`src/rtl/nec_ird_pkg.sv`:
```
`timescale 1ns / 1ps

package nec_ird_pkg;

	// Default sizes handed to the top level.
	localparam int FRAME_BYTES_DEF = 4;
	localparam int COUNT_BITS_DEF  = 12;

	// Configuration register layout.
	localparam int CFG_W     = 12;
	localparam int CFG_IDX_W = 3;

	typedef logic [CFG_IDX_W-1:0] cfg_idx_t;
	typedef logic [CFG_W-1:0]     cfg_val_t;

	localparam cfg_idx_t REG_LEADER_LOW_MIN  = 3'd0;
	localparam cfg_idx_t REG_LEADER_LOW_MAX  = 3'd1;
	localparam cfg_idx_t REG_LEADER_HIGH_MAX = 3'd2;
	localparam cfg_idx_t REG_BIT_LOW_MAX     = 3'd3;
	localparam cfg_idx_t REG_BIT_HIGH_MAX    = 3'd4;
	localparam cfg_idx_t REG_ONE_THRESHOLD   = 3'd5;

	// Register values after reset.
	localparam cfg_val_t RST_LEADER_LOW_MIN  = 12'd700;
	localparam cfg_val_t RST_LEADER_LOW_MAX  = 12'd1000;
	localparam cfg_val_t RST_LEADER_HIGH_MAX = 12'd500;
	localparam cfg_val_t RST_BIT_LOW_MAX     = 12'd60;
	localparam cfg_val_t RST_BIT_HIGH_MAX    = 12'd300;
	localparam cfg_val_t RST_ONE_THRESHOLD   = 12'd80;

	// Frame status codes.
	typedef logic [1:0] status_t;

	localparam status_t STATUS_GOOD    = 2'd0;
	localparam status_t STATUS_CHECK   = 2'd1;
	localparam status_t STATUS_TIMEOUT = 2'd2;

	typedef logic [7:0] byte_t;

endpackage

```
`src/rtl/nec_ird_if.sv`:
```
`timescale 1ns / 1ps

// Receiver pin samples, one per request.
interface nec_ird_in_if;
	logic valid;
	logic ready;
	logic ir_level;

	modport source (output valid, output ir_level, input ready);
	modport sink (input valid, input ir_level, output ready);
endinterface

// Decoded frames, one per request.
interface nec_ird_out_if;
	logic                  valid;
	logic                  ready;
	nec_ird_pkg::byte_t    address;
	nec_ird_pkg::byte_t    address_inverse;
	nec_ird_pkg::byte_t    command;
	nec_ird_pkg::byte_t    command_inverse;
	nec_ird_pkg::status_t  status;

	modport source (
		output valid, output address, output address_inverse,
		output command, output command_inverse, output status,
		input ready
	);
	modport sink (
		input valid, input address, input address_inverse,
		input command, input command_inverse, input status,
		output ready
	);
endinterface

// Configuration register writes.
interface nec_ird_cfg_if;
	logic                  valid;
	logic                  ready;
	nec_ird_pkg::cfg_idx_t index;
	nec_ird_pkg::cfg_val_t data;

	modport source (output valid, output index, output data, input ready);
	modport sink (input valid, input index, input data, output ready);
endinterface

```
`src/rtl/nec_infrared_frame_decoder.sv`:
```
`timescale 1ns / 1ps

// Channel   Direction  Request carries
// ir        in         ir_level, one pin sample per tick
// frame     out        address, address_inverse, command, command_inverse, status
// cfg       in         index and data of one timing register write
//
// One pin sample is accepted per cycle; phase, tick counter and shift register
// update on the accepting edge, and a finished frame lands in the output
// register on that same edge, so a result is offered in the cycle after its sample.
// Sample intake stalls only while a frame waits and the sink is not ready.
// Configuration writes are always taken.
// Reset loads the default timings and leaves the decoder idle, line assumed high.

module nec_infrared_frame_decoder #(
	parameter int FRAME_BYTES = nec_ird_pkg::FRAME_BYTES_DEF,
	parameter int COUNT_BITS  = nec_ird_pkg::COUNT_BITS_DEF
) (
	input  logic                 clk,
	input  logic                 arst_n,
	nec_ird_in_if.sink           ir,
	nec_ird_out_if.source        frame,
	nec_ird_cfg_if.sink          cfg
);

	localparam int FRAME_BITS = FRAME_BYTES * 8;
	localparam int IDX_W      = $clog2(FRAME_BITS);
	localparam int CMP_W      = (COUNT_BITS > nec_ird_pkg::CFG_W) ?
	                            COUNT_BITS : nec_ird_pkg::CFG_W;
	localparam int PAD_W      = (FRAME_BITS > 32) ? FRAME_BITS : 32;

	localparam logic [COUNT_BITS-1:0] COUNT_MAX = {COUNT_BITS{1'b1}};
	localparam logic [COUNT_BITS-1:0] COUNT_ONE = COUNT_BITS'(1);
	localparam logic [IDX_W-1:0]      LAST_BIT  = IDX_W'(FRAME_BITS - 1);

	localparam logic [2:0] PH_IDLE      = 3'd0;
	localparam logic [2:0] PH_LEAD_LOW  = 3'd1;
	localparam logic [2:0] PH_LEAD_HIGH = 3'd2;
	localparam logic [2:0] PH_BIT_LOW   = 3'd3;
	localparam logic [2:0] PH_BIT_HIGH  = 3'd4;

	// Timing registers.
	nec_ird_pkg::cfg_val_t leader_low_min_q;
	nec_ird_pkg::cfg_val_t leader_low_max_q;
	nec_ird_pkg::cfg_val_t leader_high_max_q;
	nec_ird_pkg::cfg_val_t bit_low_max_q;
	nec_ird_pkg::cfg_val_t bit_high_max_q;
	nec_ird_pkg::cfg_val_t one_threshold_q;

	// Decoder state.
	logic [2:0]            phase_q;
	logic [COUNT_BITS-1:0] count_q;
	logic [IDX_W-1:0]      bit_idx_q;
	logic [FRAME_BITS-1:0] shift_q;
	logic                  prev_level_q;

	// Output register.
	logic                  out_valid_q;
	nec_ird_pkg::byte_t    address_q;
	nec_ird_pkg::byte_t    address_inverse_q;
	nec_ird_pkg::byte_t    command_q;
	nec_ird_pkg::byte_t    command_inverse_q;
	nec_ird_pkg::status_t  status_q;

	logic                  accept;
	logic [COUNT_BITS-1:0] count_inc;
	logic [CMP_W-1:0]      count_ext;
	logic [CMP_W-1:0]      inc_ext;
	logic [FRAME_BITS-1:0] shift_next;
	logic [PAD_W-1:0]      frame_pad;
	nec_ird_pkg::byte_t    cmd_byte;
	nec_ird_pkg::byte_t    inv_byte;

	logic [2:0]            phase_d;
	logic [COUNT_BITS-1:0] count_d;
	logic [IDX_W-1:0]      bit_idx_d;
	logic [FRAME_BITS-1:0] shift_d;
	logic                  emit_timeout;
	logic                  emit_frame;

	assign accept   = ir.valid && ir.ready;
	assign ir.ready = !out_valid_q || frame.ready;
	assign cfg.ready = 1'b1;

	// Saturating tick count and widened copies for the limit compares.
	assign count_inc = (count_q == COUNT_MAX) ? count_q : count_q + COUNT_ONE;
	assign count_ext = CMP_W'(count_q);
	assign inc_ext   = CMP_W'(count_inc);

	// Bits arrive least significant first, so they enter at the top and move down.
	assign shift_next = {(count_ext >= CMP_W'(one_threshold_q)),
	                     shift_q[FRAME_BITS-1:1]};
	assign frame_pad  = PAD_W'(shift_next);
	assign cmd_byte   = frame_pad[23:16];
	assign inv_byte   = frame_pad[31:24];

	// Next state for one sample.
	always_comb begin
		phase_d      = phase_q;
		count_d      = count_q;
		bit_idx_d    = bit_idx_q;
		shift_d      = shift_q;
		emit_timeout = 1'b0;
		emit_frame   = 1'b0;
		unique case (phase_q)
			PH_IDLE: begin
				if (prev_level_q && !ir.ir_level) begin
					phase_d = PH_LEAD_LOW;
					count_d = COUNT_ONE;
				end
			end
			PH_LEAD_LOW: begin
				if (!ir.ir_level) begin
					count_d = count_inc;
					if (inc_ext > CMP_W'(leader_low_max_q)) begin
						emit_timeout = 1'b1;
					end
				end else if (count_ext >= CMP_W'(leader_low_min_q)) begin
					phase_d = PH_LEAD_HIGH;
					count_d = COUNT_ONE;
				end else begin
					phase_d = PH_IDLE;
					count_d = '0;
				end
			end
			PH_LEAD_HIGH: begin
				if (ir.ir_level) begin
					count_d = count_inc;
					if (inc_ext > CMP_W'(leader_high_max_q)) begin
						emit_timeout = 1'b1;
					end
				end else begin
					phase_d   = PH_BIT_LOW;
					count_d   = COUNT_ONE;
					bit_idx_d = '0;
				end
			end
			PH_BIT_LOW: begin
				if (!ir.ir_level) begin
					count_d = count_inc;
					if (inc_ext > CMP_W'(bit_low_max_q)) begin
						emit_timeout = 1'b1;
					end
				end else begin
					phase_d = PH_BIT_HIGH;
					count_d = COUNT_ONE;
				end
			end
			PH_BIT_HIGH: begin
				if (ir.ir_level) begin
					count_d = count_inc;
					if (inc_ext > CMP_W'(bit_high_max_q)) begin
						emit_timeout = 1'b1;
					end
				end else begin
					shift_d = shift_next;
					if (bit_idx_q == LAST_BIT) begin
						emit_frame = 1'b1;
					end else begin
						bit_idx_d = bit_idx_q + IDX_W'(1);
						phase_d   = PH_BIT_LOW;
						count_d   = COUNT_ONE;
					end
				end
			end
			default: begin
				phase_d = PH_IDLE;
				count_d = '0;
			end
		endcase
		// A result of either kind sends the decoder back to idle.
		if (emit_timeout || emit_frame) begin
			phase_d   = PH_IDLE;
			count_d   = '0;
			bit_idx_d = '0;
		end
	end

	// Decoder state registers.
	always_ff @(posedge clk or negedge arst_n) begin
		if (!arst_n) begin
			phase_q      <= PH_IDLE;
			count_q      <= '0;
			bit_idx_q    <= '0;
			prev_level_q <= 1'b1;
		end else if (accept) begin
			phase_q      <= phase_d;
			count_q      <= count_d;
			bit_idx_q    <= bit_idx_d;
			prev_level_q <= ir.ir_level;
		end
	end

	// Every bit of the frame is overwritten before it is reported.
	always_ff @(posedge clk) begin
		if (accept) begin
			shift_q <= shift_d;
		end
	end

	// Timing register writes; indexes past the list are ignored.
	always_ff @(posedge clk or negedge arst_n) begin
		if (!arst_n) begin
			leader_low_min_q  <= nec_ird_pkg::RST_LEADER_LOW_MIN;
			leader_low_max_q  <= nec_ird_pkg::RST_LEADER_LOW_MAX;
			leader_high_max_q <= nec_ird_pkg::RST_LEADER_HIGH_MAX;
			bit_low_max_q     <= nec_ird_pkg::RST_BIT_LOW_MAX;
			bit_high_max_q    <= nec_ird_pkg::RST_BIT_HIGH_MAX;
			one_threshold_q   <= nec_ird_pkg::RST_ONE_THRESHOLD;
		end else if (cfg.valid && cfg.ready) begin
			unique case (cfg.index)
				nec_ird_pkg::REG_LEADER_LOW_MIN:  leader_low_min_q  <= cfg.data;
				nec_ird_pkg::REG_LEADER_LOW_MAX:  leader_low_max_q  <= cfg.data;
				nec_ird_pkg::REG_LEADER_HIGH_MAX: leader_high_max_q <= cfg.data;
				nec_ird_pkg::REG_BIT_LOW_MAX:     bit_low_max_q     <= cfg.data;
				nec_ird_pkg::REG_BIT_HIGH_MAX:    bit_high_max_q    <= cfg.data;
				nec_ird_pkg::REG_ONE_THRESHOLD:   one_threshold_q   <= cfg.data;
				default: begin
				end
			endcase
		end
	end

	// Output valid flag.
	always_ff @(posedge clk or negedge arst_n) begin
		if (!arst_n) begin
			out_valid_q <= 1'b0;
		end else if (accept && (emit_timeout || emit_frame)) begin
			out_valid_q <= 1'b1;
		end else if (frame.ready) begin
			out_valid_q <= 1'b0;
		end
	end

	// Output payload; a timeout reports zero bytes.
	always_ff @(posedge clk) begin
		if (accept && emit_timeout) begin
			address_q         <= '0;
			address_inverse_q <= '0;
			command_q         <= '0;
			command_inverse_q <= '0;
			status_q          <= nec_ird_pkg::STATUS_TIMEOUT;
		end else if (accept && emit_frame) begin
			address_q         <= frame_pad[7:0];
			address_inverse_q <= frame_pad[15:8];
			command_q         <= cmd_byte;
			command_inverse_q <= inv_byte;
			status_q          <= (cmd_byte == ~inv_byte) ?
			                     nec_ird_pkg::STATUS_GOOD : nec_ird_pkg::STATUS_CHECK;
		end
	end

	assign frame.valid           = out_valid_q;
	assign frame.address         = address_q;
	assign frame.address_inverse = address_inverse_q;
	assign frame.command         = command_q;
	assign frame.command_inverse = command_inverse_q;
	assign frame.status          = status_q;

endmodule

```
`src/flat_wrapper.sv`:
```
// flat-port wrapper written by rule: the top's interface ports become plain ports
module nec_infrared_frame_decoder_flat 
#(
	parameter int FRAME_BYTES = nec_ird_pkg::FRAME_BYTES_DEF,
	parameter int COUNT_BITS  = nec_ird_pkg::COUNT_BITS_DEF
)
  (clk, arst_n, ir_valid, ir_ir_level, ir_ready, frame_valid, frame_address, frame_address_inverse, frame_command, frame_command_inverse, frame_status, frame_ready, cfg_valid, cfg_index, cfg_data, cfg_ready);
  nec_ird_in_if ir_i ();
  nec_ird_out_if frame_i ();
  nec_ird_cfg_if cfg_i ();
  input  logic clk;
  input  logic arst_n;
  input wire logic [$bits(ir_i.valid)-1:0] ir_valid;
  input wire logic [$bits(ir_i.ir_level)-1:0] ir_ir_level;
  output wire logic [$bits(ir_i.ready)-1:0] ir_ready;
  output wire logic [$bits(frame_i.valid)-1:0] frame_valid;
  output wire logic [$bits(frame_i.address)-1:0] frame_address;
  output wire logic [$bits(frame_i.address_inverse)-1:0] frame_address_inverse;
  output wire logic [$bits(frame_i.command)-1:0] frame_command;
  output wire logic [$bits(frame_i.command_inverse)-1:0] frame_command_inverse;
  output wire logic [$bits(frame_i.status)-1:0] frame_status;
  input wire logic [$bits(frame_i.ready)-1:0] frame_ready;
  input wire logic [$bits(cfg_i.valid)-1:0] cfg_valid;
  input wire logic [$bits(cfg_i.index)-1:0] cfg_index;
  input wire logic [$bits(cfg_i.data)-1:0] cfg_data;
  output wire logic [$bits(cfg_i.ready)-1:0] cfg_ready;
  assign ir_i.valid = ir_valid;
  assign ir_i.ir_level = ir_ir_level;
  assign ir_ready = ir_i.ready;
  assign frame_valid = frame_i.valid;
  assign frame_address = frame_i.address;
  assign frame_address_inverse = frame_i.address_inverse;
  assign frame_command = frame_i.command;
  assign frame_command_inverse = frame_i.command_inverse;
  assign frame_status = frame_i.status;
  assign frame_i.ready = frame_ready;
  assign cfg_i.valid = cfg_valid;
  assign cfg_i.index = cfg_index;
  assign cfg_i.data = cfg_data;
  assign cfg_ready = cfg_i.ready;
  nec_infrared_frame_decoder #(.FRAME_BYTES(FRAME_BYTES), .COUNT_BITS(COUNT_BITS)) u_core (.clk(clk), .arst_n(arst_n), .ir(ir_i), .frame(frame_i), .cfg(cfg_i));
endmodule
```
`config.mk`:
```
export PLATFORM = sky130hd
export DESIGN_NAME = nec_infrared_frame_decoder_flat
export DESIGN_NICKNAME = d
export VERILOG_FILES = /design/src/rtl/nec_ird_pkg.sv /design/src/rtl/nec_ird_if.sv /design/src/rtl/nec_infrared_frame_decoder.sv /design/src/flat_wrapper.sv
export SDC_FILE = /design/constraint.sdc
export NUM_CORES = 1
export LEC_CHECK = 0
export BUFFER_PORTS_ARGS = -buffer_cell sky130_fd_sc_hd__clkbuf_2
export CAP_MARGIN = 20
export CORE_AREA = 2 2 156 158
export DETAILED_ROUTE_END_ITERATION = 10
export DIE_AREA = 0 0 158 160
export PLACE_DENSITY = 0.54
export SLEW_MARGIN = 15
export SYNTH_ARGS = -nofsm -noshare
export SYNTH_HDL_FRONTEND = slang
export SYNTH_SLANG_ARGS = --single-unit
export TNS_END_PERCENT = 10
```
`constraint.sdc`:
```
create_clock -name clk -period 5.6 [get_ports clk]
set_input_delay 0.56 -clock clk [delete_from_list [all_inputs] [get_ports clk]]
set_output_delay 0.56 -clock clk [all_outputs]
set_load 0.05 [all_outputs]
```
# After elaboration in Yosys (flattened, before gate mapping)
# Cells that the tools add are included.
dict set report word_totals {
  out_inout_bits 37
  ff_bits 160
  word_cells 108
}
dict set report op_classes {
  magnitude_cmp 6
  eq_ne 19
  bitwise 2
  mux 39
  n_reduce_logical 23
  addsub 2
}
# op n
set ops {}
lappend ops {{$mux 12} 8}
lappend ops {{$pmux 12 s5} 1}
lappend ops {{$gt 12x12->1} 4}
lappend ops {{$ge 12x12->1} 2}
lappend ops {{$mux 3} 7}
lappend ops {{$mux 5} 4}
lappend ops {{$mux 1} 15}
lappend ops {{$pmux 3 s5} 1}
lappend ops {{$add 12x1->12 const B} 1}
lappend ops {{$eq 12x12->1 const B} 1}
lappend ops {{$eq 3x2->1 const B} 4}
lappend ops {{$ne 3x2->1 const B} 4}
lappend ops {{$reduce_and 2->1} 6}
lappend ops {{$pmux 5 s2} 1}
lappend ops {{$eq 3x3->1 const B} 3}
lappend ops {{$eq 8x8->1} 1}
lappend ops {{$not 8->8} 1}
lappend ops {{$reduce_and 7->1} 1}
lappend ops {{$eq 3x1->1 const B} 2}
lappend ops {{$logic_not 3->1} 2}
lappend ops {{$reduce_and 3->1} 2}
lappend ops {{$add 5x1->5 const B} 1}
lappend ops {{$eq 5x5->1 const B} 1}
lappend ops {{$logic_and 1x1->1} 5}
lappend ops {{11 further kinds} 13}

# Depth between registers and ports, before layout
dict set report logic_depth {
  depth_word 9
  ltp_mapped 16
  ltp_nobuf 14
}

# Worst setup path after synthesis
# No wires, ideal clock.
dict set report synth_timing {
  path_type {register to register}
  from {register u_core.out_valid_q, in the netlist u_core.frame.valid}
  to {register u_core.shift_q[10], enable pin}
  period_less_slack_ps 4066
  arrival_time_ps 3608
  path_buffers 0
  setup_time_ps 458
  required_ps 5142
  stages_incl_launch_ff 4
  setup_slack_ps 1534
  cell_sequence {dfrtp_1 -> nand2b_1 -> nand2_1 -> nor3_1}
}
dict set report synth_via {
  elab_chain_cells 4
}
# element line
set synth_lines {}
lappend synth_lines {{from (decl)} nec_infrared_frame_decoder.sv:58} ;# logic out_valid_q;
lappend synth_lines {{from (signal assigned)} nec_infrared_frame_decoder.sv:227} ;# out_valid_q <= 1'b0;
lappend synth_lines {{from (signal assigned)} nec_infrared_frame_decoder.sv:229} ;# out_valid_q <= 1'b1;
lappend synth_lines {{from (signal assigned)} nec_infrared_frame_decoder.sv:231} ;# out_valid_q <= 1'b0;
lappend synth_lines {{$logic_not 1->1} nec_infrared_frame_decoder.sv:82} ;# assign ir.ready = !out_valid_q || frame.ready;
lappend synth_lines {{$logic_or 1x1->1} nec_infrared_frame_decoder.sv:82}
lappend synth_lines {{named net ir_ready} flat_wrapper.sv:15} ;# output wire logic [$bits(ir_i.ready)-1:0] ir_ready;
lappend synth_lines {{$logic_and 1x1->1} nec_infrared_frame_decoder.sv:81} ;# assign accept = ir.valid && ir.ready;
lappend synth_lines {{$reduce_and 3->1 (no source line)} --}
lappend synth_lines {{to (signal assigned)} nec_infrared_frame_decoder.sv:197} ;# shift_q <= shift_d;
lappend synth_lines {{to (decl)} nec_infrared_frame_decoder.sv:54} ;# logic [FRAME_BITS-1:0] shift_q;
# The timed path passes the listed nets, and every way through them passes these cells.
# A chain may end at the register's enable or synchronous reset.

# Worst setup path in the final report
dict set report layout_timing {
  from {register u_core.count_q[1], in the netlist u_core.count_ext[1]}
  to {register u_core.command_inverse_q[7], in the netlist u_core.frame.command_inverse[7]}
}
dict set report layout_via {
  elab_chain_cells 7
}
# element line
set layout_lines {}
lappend layout_lines {{from (decl)} nec_infrared_frame_decoder.sv:52} ;# logic [COUNT_BITS-1:0] count_q;
lappend layout_lines {{from (signal assigned)} nec_infrared_frame_decoder.sv:188} ;# count_q <= count_d;
lappend layout_lines {{$add 12x1->12 / $eq 12x12->1 (equally long branches)} nec_infrared_frame_decoder.sv:86} ;# assign count_inc = (count_q == COUNT_MAX) ? count_q : count_q + COUNT_ONE;
lappend layout_lines {{$mux 12} nec_infrared_frame_decoder.sv:86}
lappend layout_lines {{$gt 12x12->1 (on tied branches)} --}
lappend layout_lines {{$mux 1 (on tied branches) (2 in series)} --}
lappend layout_lines {{$pmux 1 s4} nec_infrared_frame_decoder.sv:105} ;# unique case (phase_q)
lappend layout_lines {{$logic_and 1x1->1} nec_infrared_frame_decoder.sv:237} ;# if (accept && emit_timeout) begin
lappend layout_lines {{to (signal assigned)} nec_infrared_frame_decoder.sv:247} ;# command_inverse_q <= inv_byte;
lappend layout_lines {{to (decl)} nec_infrared_frame_decoder.sv:62} ;# nec_ird_pkg::byte_t command_inverse_q;
# Several ways; a longest one is shown, not always the timed one.

==> flow_metrics.env <==
export IMPL_status="finished clean"
export IMPL_grt_pass1_wl_um=32100
export IMPL_rsz0062_at_grt="no"
export IMPL_antenna_found_initial=0
export IMPL_grt_busiest_layer="met2"
export IMPL_synth_compound_area_frac=0.148
export IMPL_portBuffers=56
export IMPL_critical_path_startpoint_type="register"
export IMPL_cts_tree="built"
export IMPL_routabilityCongestion=0.849
export IMPL_regArea_um2=4000
export IMPL_cp_max_fo=34
export IMPL_hold_buffers=0
export IMPL_vias=5829
export IMPL_criticalPathCategory="register to register"
export IMPL_period_share=0.723
export IMPL_critPathTopFamily="compound AO/OA/AOI/OAI gates"
export IMPL_ios=58
export IMPL_post_dp_hpwl_um=13700
export IMPL_clock_path_buffers=2
export IMPL_synthToLayoutAreaGrowth_pct=15.3
export IMPL_drc=0
export IMPL_yosys_warnings=0
export IMPL_peakVddDrop_mv=0.168
export IMPL_insertion_delay_ns=0.45
export IMPL_grt_use_met1=0.227
export IMPL_synth_adder_area_share=0.115
export IMPL_finalCriticalPeriod_ns=4.05
export IMPL_required_ns=5.89
export IMPL_critical_path_slowest_cell="a21oi_4"
export IMPL_wl_um=19100
export IMPL_r2r_start="u_core.count_ext[1]"
export IMPL_multi_input_area_um2=3750
export IMPL_cts_resized=0
export IMPL_slew_viol_final=0
export IMPL_cp_common_cell="ha_1"
export IMPL_synth_top_family_by_area="compound AO/OA/AOI/OAI gates"
export IMPL_hold_viol=0
export IMPL_synth_mux_area_frac=0.0450
export IMPL_avgViaCountPerCell=4.90
export IMPL_drive_gt1_frac=0.206
export IMPL_slew_headroom=0.385
export IMPL_dp_cells=1158
export IMPL_async_flop_share=0.591
export IMPL_crit_chain="ha_1, and3_1, nand4_4, xnor2_1, inv_1, ha_1, nor2b_1, o211ai_1, a211o_1, o2111ai_1, nand4_2, a21oi_4, nor3_1"
export IMPL_die_area_um2=25300
export IMPL_skew_ns=0.0114
export IMPL_start_util=0.342
export IMPL_ys_seq_area_frac=0.491
export IMPL_die_y_um=160
export IMPL_synth_xor_area_frac=0.0161
export IMPL_hp_class="input pin to asynchronous set/reset pin"
export IMPL_first_pass_iters=4
export IMPL_cp_startpoint="u_core.count_ext[1]"
export IMPL_max_freq_mhz=247
export IMPL_core_rowCount=57
export IMPL_cts_setup_buffers=0
export IMPL_avgSynthCellArea_um2=10.2
export IMPL_met3_usage=0.0331
export IMPL_synth_ff_type="dfrtp_1"
export IMPL_maxCapViolCount=0
export IMPL_syn_cell_area_um2=8150
export IMPL_use_met2=0.245
export IMPL_tns_ns=0
export IMPL_routedWlPerCell_um=16.0
export IMPL_grt_overflow_total=0
export IMPL_clock_sinks=159
export IMPL_synth_edf_count=31
export IMPL_endpoint="u_core.frame.command_inverse[7]"
export IMPL_fill_cells=2377
export IMPL_htreeDepth=4
export IMPL_cts_root_buffer="clkbuf_16"
export IMPL_instances_no_fill=1190
export IMPL_cp_arrival_ns=4.34
export IMPL_finalSetupViolations=0
export IMPL_fin_ws_ns=1.55
export IMPL_nNetsFinal=949
export IMPL_cts_made_buffers=17
export IMPL_p_leak_nw=4.16
export IMPL_place_ws_ns=1.54
export IMPL_cp_depth=13
export IMPL_drt_iter0_drc=383
export IMPL_syn_num_nets=895
export IMPL_fin_util=0.395
export IMPL_grt_pass1_vias=5819
export IMPL_antenna_diode_count=0
export IMPL_grt_usage=0.163
export IMPL_path_clk_slew_ns=0.08
export IMPL_r2r_setup_slack_ns=1.55
export IMPL_synthCells=799
export IMPL_ant_nets=0
export IMPL_crit_buf_inv=1
export IMPL_synth_simple_gate_area_frac=0.131
export IMPL_grt_max_degree=52
export IMPL_die_w_um=158
export IMPL_endpoint_kind="register"
export IMPL_timing_reg2reg_worst_path_depth=13
export IMPL_yosysUniqueCellTypes=71
export IMPL_design_core_area_um2=23800
export IMPL_power_mw=3.39
export IMPL_cp_slowest_stage_delay_ns=0.86
export IMPL_synth_seq_cells=159
export IMPL_power_density_nw_per_um2=360
export IMPL_tightest_slew_ns=0.920
export IMPL_r2r_end="u_core.frame.command_inverse[7]"
==> cell families (layout without fill, tap and decap cells) <==
kind of cell | Yosys count | in the layout
other cells | 1 | 1
buf+inv | 107 | 174
compound gates | 183 | 183
fa+ha+maj | 75 | 75
mux | 32 | 32
flops | 159 | 159
simple gates | 227 | 227
xor+xnor | 15 | 15
==> final cells by class <==
class,count,area share
flip-flops and latches,159,0.425
multi-input cells,533,0.399
clock buffers,17,0.0452
well taps,324,0.0431
repair buffers,65,0.0373
inverters,77,0.0307
clock inverters,15,0.0194
==> power breakdown <==
part | leakage, nW | internal, mW | switching, mW
Combinational | 2.19 | 0.309 | 0.458
Sequential | 1.67 | 1.35 | 0.0908
Clock | 0.291 | 0.604 | 0.578
==> sequential cells by signal (all words and copies together), names as in the netlist <==
register                      cells
u_core.frame.valid                1
u_core.phase_q                    3
u_core.count_ext                 12
u_core.frame.status               2
u_core.frame.command_inverse      8
u_core.bit_low_max_q             12
u_core.leader_high_max_q         12
u_core.bit_high_max_q            12
u_core.frame.address_inverse      8
u_core.leader_low_max_q          12
u_core.shift_q                   31
u_core.one_threshold_q           12
u_core.leader_low_min_q          12
u_core.bit_idx_q                  5
u_core.frame.command              8
u_core.prev_level_q               1
u_core.frame.address              8
==> how the worst min path moves through the flow <==
stage                           start                  endpoint  depth (start not counted)
floorplan                      arst_n  u_core.bit_high_max_q[0]                          0
global placement    u_core.shift_q[4]         u_core.shift_q[3]                          0
detailed placement  u_core.shift_q[8]         u_core.shift_q[7]                          0
CTS                            arst_n   u_core.bit_low_max_q[6]                          1
global route                   arst_n  u_core.bit_high_max_q[6]                          1
finish                         arst_n  u_core.bit_high_max_q[6]                          1
==> cell usage in the layout (no fill, tap or decap), types with 7 or more instances in the layout <==
cell type  count
dfrtp_1       65
edfxtp_1      31
clkbuf_2      55
dfxtp_1       34
o21ai_0       59
nand4_1       16
buf_4         10
nor3_1         8
nand2b_1       7
xnor2_1        9
and3_1         7
a21o_1         9
inv_1         76
nand2_1      127
nor2b_1        7
nor2_1        22
clkbuf_16     17
mux2_2        29
a31oi_1       10
dfstp_2       29
ha_1          75
a32o_1        11
a21oi_1       50
==> routing by layer <==
layer,vias up,share of wire
met2,109,0.44
met1,2756,0.49
met3,35,0.037
met4,0,0.031
met5,-,0
li1,2929,-
==> through the flow <==
step	hold WS, ns	cell area, um^2
4_1_cts	0.129	9400
5_1_grt	0.159	9400
2_1_floorplan	0.264	8150
3_5_place_dp	0.433	8800
6_report	0.120	9400
3_3_place_gp	0.433	8800
==> Yosys cell counts (10+ instances only) <==
library cell / number / area [um^2]
edfxtp_1: 31 / 931
a32o_1: 11 / 110
dfstp_2: 29 / 762
nand4_1: 16 / 100
inv_1: 76 / 285
nor3_1: 11 / 55.1
nor2_1: 23 / 86.3
o21ai_0: 59 / 295
nand2_1: 127 / 477
mux2_2: 29 / 327
clkbuf_1: 18 / 67.6
dfxtp_1: 34 / 681
dfrtp_1: 65 / 1630
ha_1: 75 / 938
a21oi_1: 50 / 250
a31oi_1: 10 / 62.6
Note: power is estimated with default switching activity, not from simulation.
